**config.mk**
```make
export PLATFORM = sky130hd
export DESIGN_NAME = lcgss_cell
export DESIGN_NICKNAME = d
export VERILOG_FILES = /design/src/lcgss_pkg.sv /design/src/lcgss_cell.sv
export SDC_FILE = /design/constraint.sdc
export NUM_CORES = 1
export LEC_CHECK = 0
export BUFFER_PORTS_ARGS = -buffer_cell sky130_fd_sc_hd__buf_2
export CORE_MARGIN = 5
export CORE_UTILIZATION = 41
export DETAILED_ROUTE_END_ITERATION = 10
export PLACE_DENSITY = 0.85
export SKIP_CTS_REPAIR_TIMING = 1
export SYNTH_ARGS = -nofsm -noshare
export SYNTH_HDL_FRONTEND = slang
export SYNTH_SLANG_ARGS = --single-unit
```
**constraint.sdc**
```tcl
create_clock -name clk_i -period 2.9 [get_ports clk_i]
set_input_delay 0.29 -clock clk_i [delete_from_list [all_inputs] [get_ports clk_i]]
set_output_delay 0.29 -clock clk_i [all_outputs]
set_load 0.01 [all_outputs]
```
**src/lcgss_pkg.sv**
```systemverilog
// Shared types and constants for the LCG seed chunk match search block.
// Used by the ring cells, the draw unit, the top level and the checker.
package lcgss_pkg;

  // Table depth; the ring has one cell per table slot.
  localparam int MaxEntries = 64;
  localparam int IdxW = (MaxEntries > 1) ? $clog2(MaxEntries) : 1;
  localparam int CntW = $clog2(MaxEntries + 1);
  // Index compares are done at this width, wide enough for table depths below 2048.
  localparam int CmpW = 11;

  localparam int SeedW  = 48;
  localparam int HitW   = 7;
  localparam int CfgW   = 7;
  localparam int DrawW  = 31;
  localparam int DrawLo = 17;

  localparam logic [SeedW-1:0] SeedXor  = 48'h0005_E434_E432;
  localparam logic [23:0]      LcgMulLo = 24'hECE66D;
  localparam logic [10:0]      LcgMulHi = 11'h5DE;
  localparam logic [SeedW-1:0] LcgAdd   = 48'h0000_0000_000B;

  // Divisibility by five: multiply by the inverse of 5 mod 2^32 and compare.
  localparam logic [31:0] Inv5    = 32'hCCCC_CCCD;
  localparam logic [31:0] Div5Lim = 32'h3333_3333;

  localparam logic [HitW-1:0] HitMax = 7'h7F;

  // Configuration register indexes.
  localparam logic RegActive   = 1'b0;
  localparam logic RegRequired = 1'b1;

  // Item kinds.
  localparam logic ReqLoad = 1'b0;
  localparam logic ReqTest = 1'b1;

  typedef struct packed {
    logic load;
    logic shift;
  } cell_ctl_t;

  typedef struct packed {
    logic valid;
    logic last;
  } draw_tag_t;

  typedef struct packed {
    logic valid;
    logic last;
    logic hit;
  } draw_res_t;

endpackage

```
**src/lcgss_cell.sv**
```systemverilog
// One ring cell: holds one 48-bit table offset and passes it to its neighbor.
// Depends on lcgss_pkg.
module lcgss_cell (
  input  logic                       clk_i,
  input  lcgss_pkg::cell_ctl_t       ctl_i,
  input  logic [lcgss_pkg::SeedW-1:0] load_data_i,
  input  logic [lcgss_pkg::SeedW-1:0] shift_data_i,
  output logic [lcgss_pkg::SeedW-1:0] offset_o
);
  import lcgss_pkg::*;

  logic [SeedW-1:0] offset_q;

  always_ff @(posedge clk_i) begin
    if (ctl_i.load) begin
      offset_q <= load_data_i;
    end else if (ctl_i.shift) begin
      offset_q <= shift_data_i;
    end
  end

  assign offset_o = offset_q;

endmodule

```
==> summary.txt <==
Power and ir drop
  – Seq pwr share: a little under three fifths
  – Switching share of total power: 23.0%
  – Clk network pwr share: 24.3%
  – Psw: 347 uW
  – P_int: roughly 1200 uW
  – Combinational share of power: 18.3%
  – Power Total: 1510 uW
  – Lkg Pwr: 0.00135 uW
  – VDD IR max: 0.000239 V
  – Pwr Density: 515 nW/um^2

Route
  – Drt drc: 0
  – Initial DRC count: 59
  – Routed vias: around 1500
  – Detail Route Antenna Nets: 0
  – Initial DRT Pass Iterations: 5
  – Avg Vias per Cell: between 4 and 5
  – WL/cell: 16.6 um
  – DRT Wirelength: approximately 5.3 mm

Worst setup path
  – Cell breakdown of the critical path: buf_2
  – Kind of critical path: flip-flop to primary output
  – Worst setup path start: offset_o[45]
  – CP Data Arrival Time: a little under 0.9 ns
  – Worst setup SP type: flip-flop
  – Slowest-stage cell, CP: edfxtp_1
  – Buf/Inv on CP: 1
  – CP endpoint: offset_o[45]
  – Req. time, crit path: 2.61 ns
  – Max FO, Critical Path: 1
  – Setup crit end kind: primary output
  – Critical path depth: 1
  – CP top delay family: flip-flops
  – CP max stage delay: roughly 0.41 ns

Clock tree
  – Clock-pin slew on the worst setup and hold paths: around 0.080 ns
  – H-Tree Depth: 2
  – Cts bufs inserted: 5
  – Clk root buf: clkbuf_8
  – Max Root-Sink Buffers: 2
  – CTS tree: done
  – CTS sink count: 48

Final layout
  – Number of flip-flops in the largest register: 48
  – Most common cell after layout, fill and taps aside: buf_2
  – Layout cells sized above 1: between 80% and 90%
  – Layout overhead on the synthesized area: 42.1%
  – N_diodes: 0
  – Most frequent cells in the layout: buf_2 (146), edfxtp_1 (48), mux2_2 (39)
  – Final net count: between 300 and 400

Yosys
  – Yosys warns: 0
  – Cells after Synth: a little over 100
  – Post-synth top area share: 69.7%
  – Top post-synthesis cells by area: edfxtp_1 (70%), mux2_2 (21%), mux2_4 (6.5%)
  – Leading area contributor after synthesis: edfxtp_1
  – Post-synthesis sequential area ratio: 69.7%
  – Synth Register Bits: 48
  – Syn_nets: 201
  – Syn_area_per_cell: slightly above 20 sq um
  – Synthesized cell area: 2070 sq um
  – Post-synth cell types: 6

Timing
  – Tcrit/Tclk final: 40.0%
  – Endpoints failing hold: 0
  – Worst rel slew slack: 60.6%
  – Max Fclk: between 0.8 and 0.9 GHz
  – Final min period: 1.16 ns
  – Fin. max-slew vios: 0
  – Slew @ Worst Pin: between 0.5 and 0.6 ns
  – Setup violators final: 0
  – Post-route setup TNS: 0 ns
  – RSZ-0062 raised after global routing: no

Floorplanning
  – Row count: 25
  – Io pins: 147
  – Initial Utilization: 42.9%
  – DIE AREA: 6560 sq um
  – Die W: 81 um
  – Height of the die: 81 um
  – Core Area: 4820 sq um

Placement
  – GP Congestion: 0.829
  – HPWL after detailed placement: 4.34 mm
  – PortBufs: 146

Global route
  – GRT Total Usage: 15.6%
  – Vias in the first global route: 1457
  – First-pass GRT wire length: 7.37 mm
  – Grt total ovfl: 0
  – Largest net degree at the start of global routing: 49
  – Initial antenna violation count: 0

Status
  – Status: completed

Hold path
  – Class of the worst hold path: input port to flip-flop

Flow run
  – Number of max-cap violations: 0
-- layout make-up --
| type | count | area, sq um |
|---|---|---|
| fillers | 396 | 1880 |
| flip-flops and latches | 48 | 1440 |
| repair buffers | 149 | 753 |
| multi-input cells | 49 | 581 |
| well taps | 67 | 83.8 |
| clock buffers | 6 | 72.6 |
| clock inverters | 1 | 5.00 |
-- layer usage --
layer	GRT usage, %	routed length, um	vias up
li1	-	-	697
met1	16.7	1960	675
met2	29.3	2740	91
met3	3.99	569	2
met4	5.57	44	0
met5	0	0	-
-- how the worst min path moves through the flow --
stage,startpoint,end,slack (ns),depth (start not counted)
2_1_floorplan,load_data_i[36],offset_o[36],0.51,1
3_3_place_gp,shift_data_i[43],offset_o[43],0.59,2
3_5_place_dp,load_data_i[44],offset_o[44],0.59,2
4_1_cts,load_data_i[43],offset_o[43],0.28,2
5_1_grt,shift_data_i[37],offset_o[37],0.27,2
6_report,load_data_i[44],offset_o[44],0.29,2
-- cells by family after synthesis --
family	Yosys count	share of synthesized area [%]
simple gates	1	0.303
buf+inv	5	2.18
mux	48	27.8
flops	48	69.7
-- metrics by stage --
step | hold WS (ns) | area (sq um) | setup WS (ns) | instances | util (%)
floorplan | 0.507 | 2070 | 0.808 | 102 | -
global placement | 0.590 | 2860 | 1.53 | 313 | 59.4
detailed placement | 0.594 | 2860 | 1.52 | 313 | 59.4
CTS | 0.283 | 2940 | 1.72 | 320 | 61.0
global route | 0.274 | 2940 | 1.71 | 320 | 61.0
finish | 0.295 | 2940 | 1.74 | 320 | 61.0
-- cell usage after synthesis --
cell type	number
buf_4	3
buf_6	2
edfxtp_1	48
mux2_2	39
mux2_4	9
or2_1	1
-- power groups by stage --
stage	sequential (uW)	combinational [uW]	clock, uW
global route	875	296	419
floorplan	930	85.5	0
global placement	885	277	0
CTS	870	281	381
finish	869	276	367
detailed placement	886	281	0
No activity file was read; power rests on OpenSTA's default activity.
