[config.mk]
export PLATFORM = sky130hd
export DESIGN_NAME = lcgss_draw
export DESIGN_NICKNAME = d
export VERILOG_FILES = /design/src/lcgss_pkg.sv /design/src/lcgss_draw.sv
export SDC_FILE = /design/constraint.sdc
export NUM_CORES = 2
export LEC_CHECK = 0
export ABC_AREA = 1
export BUFFER_PORTS_ARGS = -buffer_cell sky130_fd_sc_hd__buf_4
export CAP_MARGIN = 30
export CORE_MARGIN = 1
export CORE_UTILIZATION = 45
export CTS_CLUSTER_SIZE = 12
export DETAILED_ROUTE_END_ITERATION = 10
export SETUP_SLACK_MARGIN = 0.02
export SLEW_MARGIN = 20
export SYNTH_ARGS = -nofsm -noshare
export SYNTH_HDL_FRONTEND = slang
export SYNTH_SLANG_ARGS = --single-unit
[constraint.sdc]
create_clock -name clk_i -period 6.1 [get_ports clk_i]
set_input_delay 0.305 -clock clk_i [delete_from_list [all_inputs] [get_ports clk_i]]
set_output_delay 0.305 -clock clk_i [all_outputs]
set_load 0.05 [all_outputs]
[src/lcgss_pkg.sv]
// Shared types and constants for the LCG seed chunk match search block.
// Used by the ring cells, the draw unit, the top level and the checker.
package lcgss_pkg;

  // Table depth; the ring has one cell per table slot.
  localparam int MaxEntries = 64;
  localparam int IdxW = (MaxEntries > 1) ? $clog2(MaxEntries) : 1;
  localparam int CntW = $clog2(MaxEntries + 1);
  // Index compares are done at this width, wide enough for table depths below 2048.
  localparam int CmpW = 11;

  localparam int SeedW  = 48;
  localparam int HitW   = 7;
  localparam int CfgW   = 7;
  localparam int DrawW  = 31;
  localparam int DrawLo = 17;

  localparam logic [SeedW-1:0] SeedXor  = 48'h0005_E434_E432;
  localparam logic [23:0]      LcgMulLo = 24'hECE66D;
  localparam logic [10:0]      LcgMulHi = 11'h5DE;
  localparam logic [SeedW-1:0] LcgAdd   = 48'h0000_0000_000B;

  // Divisibility by five: multiply by the inverse of 5 mod 2^32 and compare.
  localparam logic [31:0] Inv5    = 32'hCCCC_CCCD;
  localparam logic [31:0] Div5Lim = 32'h3333_3333;

  localparam logic [HitW-1:0] HitMax = 7'h7F;

  // Configuration register indexes.
  localparam logic RegActive   = 1'b0;
  localparam logic RegRequired = 1'b1;

  // Item kinds.
  localparam logic ReqLoad = 1'b0;
  localparam logic ReqTest = 1'b1;

  typedef struct packed {
    logic load;
    logic shift;
  } cell_ctl_t;

  typedef struct packed {
    logic valid;
    logic last;
  } draw_tag_t;

  typedef struct packed {
    logic valid;
    logic last;
    logic hit;
  } draw_res_t;

endpackage

[src/lcgss_draw.sv]
// Five-stage draw unit: seed plus offset, XOR, one LCG step, divisible-by-ten test.
// Depends on lcgss_pkg.
module lcgss_draw (
  input  logic                        clk_i,
  input  logic                        rst_ni,
  input  lcgss_pkg::draw_tag_t        tag_i,
  input  logic [lcgss_pkg::SeedW-1:0] seed_i,
  input  logic [lcgss_pkg::SeedW-1:0] offset_i,
  output lcgss_pkg::draw_res_t        res_o
);
  import lcgss_pkg::*;

  draw_tag_t        t0_q, t1_q, t2_q, t3_q;
  logic [SeedW-1:0] x0_q;
  logic [SeedW-1:0] pll_q;
  logic [23:0]      plh_q, phl_q;
  logic [DrawW-1:0] draw_q;
  logic [31:0]      m_q;
  logic             even_q;
  logic             hit_q;
  logic             res_valid_q, res_last_q;

  logic [SeedW-1:0] x0_d;
  logic [SeedW-1:0] pll_d;
  logic [23:0]      plh_d, phl_d;
  logic [23:0]      mid_sum;
  logic [SeedW-1:0] lcg_sum;
  logic [31:0]      m_d;

  assign x0_d = (seed_i + offset_i) ^ SeedXor;

  // Product mod 2^48 split in 24-bit halves; the high-by-high term drops out.
  assign pll_d = x0_q[23:0] * LcgMulLo;
  assign plh_d = x0_q[23:0] * LcgMulHi;
  assign phl_d = x0_q[47:24] * LcgMulLo;

  assign mid_sum = plh_q + phl_q;
  assign lcg_sum = pll_q + {mid_sum, 24'd0} + LcgAdd;

  assign m_d = {1'b0, draw_q} * Inv5;

  always_ff @(posedge clk_i or negedge rst_ni) begin
    if (!rst_ni) begin
      t0_q        <= '0;
      t1_q        <= '0;
      t2_q        <= '0;
      t3_q        <= '0;
      res_valid_q <= 1'b0;
      res_last_q  <= 1'b0;
    end else begin
      t0_q        <= tag_i;
      t1_q        <= t0_q;
      t2_q        <= t1_q;
      t3_q        <= t2_q;
      res_valid_q <= t3_q.valid;
      res_last_q  <= t3_q.last;
    end
  end

  always_ff @(posedge clk_i) begin
    x0_q   <= x0_d;
    pll_q  <= pll_d;
    plh_q  <= plh_d;
    phl_q  <= phl_d;
    draw_q <= lcg_sum[SeedW-1:DrawLo];
    m_q    <= m_d;
    even_q <= ~draw_q[0];
    hit_q  <= even_q && (m_q <= Div5Lim);
  end

  assign res_o.valid = res_valid_q;
  assign res_o.last  = res_last_q;
  assign res_o.hit   = hit_q;

endmodule

==> impl_metrics.py <==
metrics = {
    "run_status": {
        "outcome": "complete, no violations",
    },
    "drt": {
        "viasPerCell": 5.00,
        "firstDrtPassIters": 7,
        "postRouteWirelength_um": 114000,
        "post_drt_wl_per_cell_um": 18.4,
        "num_vias": 31000,
        "drc": 0,
        "drtIter0Drc": 1795,
        "drtAntennaViolNets": 0,
    },
    "min_path": {
        "worstHoldPathCells": 3,
        "hold_path.class": "in2reg",
        "hp-start": "offset_i[1]",
        "hold_end": "x0_q[1]",
    },
    "timing": {
        "timing.final.crit_share": 0.968,
        "worst_pin_slew_ns": 0.620,
        "tns_ns": 0,
        "relSlewSlack": 0.586,
        "finClkSkew_ns": 0.0297,
        "fmax_mhz": 169,
        "drv_slew": 0,
        "fin_crit_ns": 5.90,
        "setup_ws_ns": 0.196,
        "setup_viol": 0,
        "rsz0062_at_grt": "true",
        "hold_viol": 0,
    },
    "worst_setup_path": {
        "critical_path.startpoint": "x0_q[5]",
        "r2r_cells": 19,
        "cp_max_fo": 4,
        "r2r_end": "pll_q[32]",
        "cp-start-kind": "flop",
        "crit_arrival_ns": 6.37,
        "worstPathRequired_ns": 6.57,
        "path_class": "reg2reg",
        "rrSetupSlack_ns": 0.20,
        "endpoint_kind": "flop",
        "reg2reg_from": "x0_q[5]",
    },
    "global_routing": {
        "grt.total_usage": 0.261,
        "first_global_vias": 32600,
        "grt_first_pass_wirelength_um": 179000,
        "grt_max_degree": 16,
        "grt.overflow.total": 0,
        "grt_antenna_before_repair": 0,
    },
    "place": {
        "port_buffers": 102,
        "place_ws_ns": -0.0322,
        "place_hpwl_um": 105000,
        "place.gp.congestion": 0.989,
    },
    "clocking": {
        "cts_tree": "built",
        "htree_levels": 1,
        "clk_latency_ns": 0.63,
        "numCtsBuffers": 29,
        "clk_pin_slew_ns": 0.06,
        "cts.path.max_buffers": 3,
        "cts.sinks": 217,
        "cts_root_buf": "clkbuf_16",
    },
    "run": {
        "cap_violations": 0,
    },
    "floorplanning": {
        "die_h_um": 298,
        "initial_core_util": 0.454,
        "rows": 108,
        "die_w_um": 298,
        "ios": 103,
        "design.core.area_um2": 86800,
        "dieArea_um2": 88600,
    },
    "synth": {
        "ys_seq_area_frac": 0.112,
        "synth_cell_types": 47,
        "syn-instance-count": 4800,
        "synth_warnings": 0,
        "syn_area_um2": 39400,
        "synth.avg_cell_area_um2": 8.20,
        "ys_ff_latch": 217,
        "syn-num-nets": 6125,
    },
    "final_layout": {
        "fin_nets": 6352,
        "syn_to_final_growth_pct": 10.6,
        "most-common-layout-cells": "1,205 x inv_1, 721 x nand2_1, 629 x ha_1",
        "diodes": 0,
        "final_common_cell": "inv_1",
        "post-route-util": 0.502,
        "drive_above_1_share": 0.0741,
    },
}
[cells by family (layout without fill, tap and decap cells)]
| logic type | count (synthesis) | in the layout | synth area share |
|---|---|---|---|
| compound gates | 511 | 511 | 0.0741 |
| buf+inv | 1241 | 1491 | 0.119 |
| flops | 217 | 217 | 0.112 |
| fa+ha+maj | 1225 | 1225 | 0.502 |
| simple gates | 1411 | 1411 | 0.150 |
| xor+xnor | 195 | 195 | 0.0434 |
[through the flow]
stage,cell area [µm²],instances,hold WS (ns)
floorplan,39400,4800,0.00941
finish,43500,6205,0.0525
global placement,42200,6144,0.134
detailed placement,42200,6144,0.137
CTS,43400,6203,0.0203
global route,43500,6205,0.0604
[final cells by class]
class,count,area [µm²]
Fill cell,8628,43200
Clock inverter,19,313
Inverter,1238,4650
Clock buffer,35,778
Sequential cell,217,4410
Multi-Input combinational cell,3342,30400
Timing Repair Buffer,199,1520
Tap cell,1155,1450
[layer usage]
layer | GRT usage | wire length, µm | up-vias
met1 | 0.340 | 50200 | 14900
met2 | 0.455 | 55700 | 629
met3 | 0.0216 | 4050 | 151
met5 | 0 | 0 | -
li1 | - | - | 15300
met4 | 0.0890 | 4280 | 0
[registers in the layout, indices dropped and copies added, names as in the netlist]
signal / cells
m_q: 32
t2_q: 2
hit_q: 1
t0_q: 2
t3_q: 2
plh_q: 22
t1_q: 2
even_q: 1
res_valid_q: 1
res_last_q: 1
draw_q: 31
pll_q: 48
phl_q: 24
x0_q: 48
[what timing repair did]
item / in CTS / in global routing
endpoints found under the hold margin: 13 / 0
pin swaps: 0 / 11
buffers inserted: 0 / 2
hold buffers: 5 / 0
endpoints found under the setup margin: 4 / 30
resized for setup: 3 / 47
[how the worst max path moves through the flow]
stage	endpoint	slack (ns)	cells after the start
6_report	pll_q[32]	0.20	19
5_1_grt	m_q[30]	-0.02	22
4_1_cts	m_q[27]	0.03	22
3_5_place_dp	m_q[23]	-0.03	19
3_3_place_gp	pll_q[32]	0.01	20
2_1_floorplan	pll_q[43]	0.45	23
[critical path, cell delays in order, from the launching register on]
cell and delay (ns):
dfxtp_1 0.37, inv_1 0.16, fa_1 0.55, fa_1 0.63, fa_1 0.45, fa_1 0.51, fa_1 0.51, inv_1 0.05
fa_1 0.47, inv_1 0.05, fa_1 0.47, inv_1 0.04, ha_1 0.35, a21o_1 0.24, a21oi_1 0.22, and2_1 0.19
o21a_1 0.24, nand2_1 0.08, nand2_1 0.06, nand2_1 0.12
[cell usage after synthesis (all sizes together)]
master  instances  area share
inv          1236        0.12
nand2         731       0.070
ha            636        0.20
fa            589        0.30
nor2          378       0.037
a21oi         252       0.033
dfxtp         207        0.11
nand3         167       0.021
o21ai         145       0.019
xor2          124       0.028
xnor2          71       0.016
nand4          59      0.0094
nor3           43      0.0066
o21bai         31      0.0062
a21o           28      0.0053
a31oi          15      0.0024
o211ai         12      0.0025
o21a           12      0.0023
a21boi         10      0.0020
dfrtp          10      0.0064
nor4            9      0.0019
nand3b          7      0.0013
or2             7      0.0011
and2            4     0.00064
buf             3     0.00057
a31o            2     0.00045
and3            2     0.00032
clkinv          2     0.00019
nand2b          2     0.00032
nor3b           2     0.00038
o31ai           2     0.00038
a211oi          1     0.00019
a221oi          1     0.00022
Power is left out: the tool's default activity adds up to more than one toggle a clock period on the data nets, which glitch-free logic cannot reach.
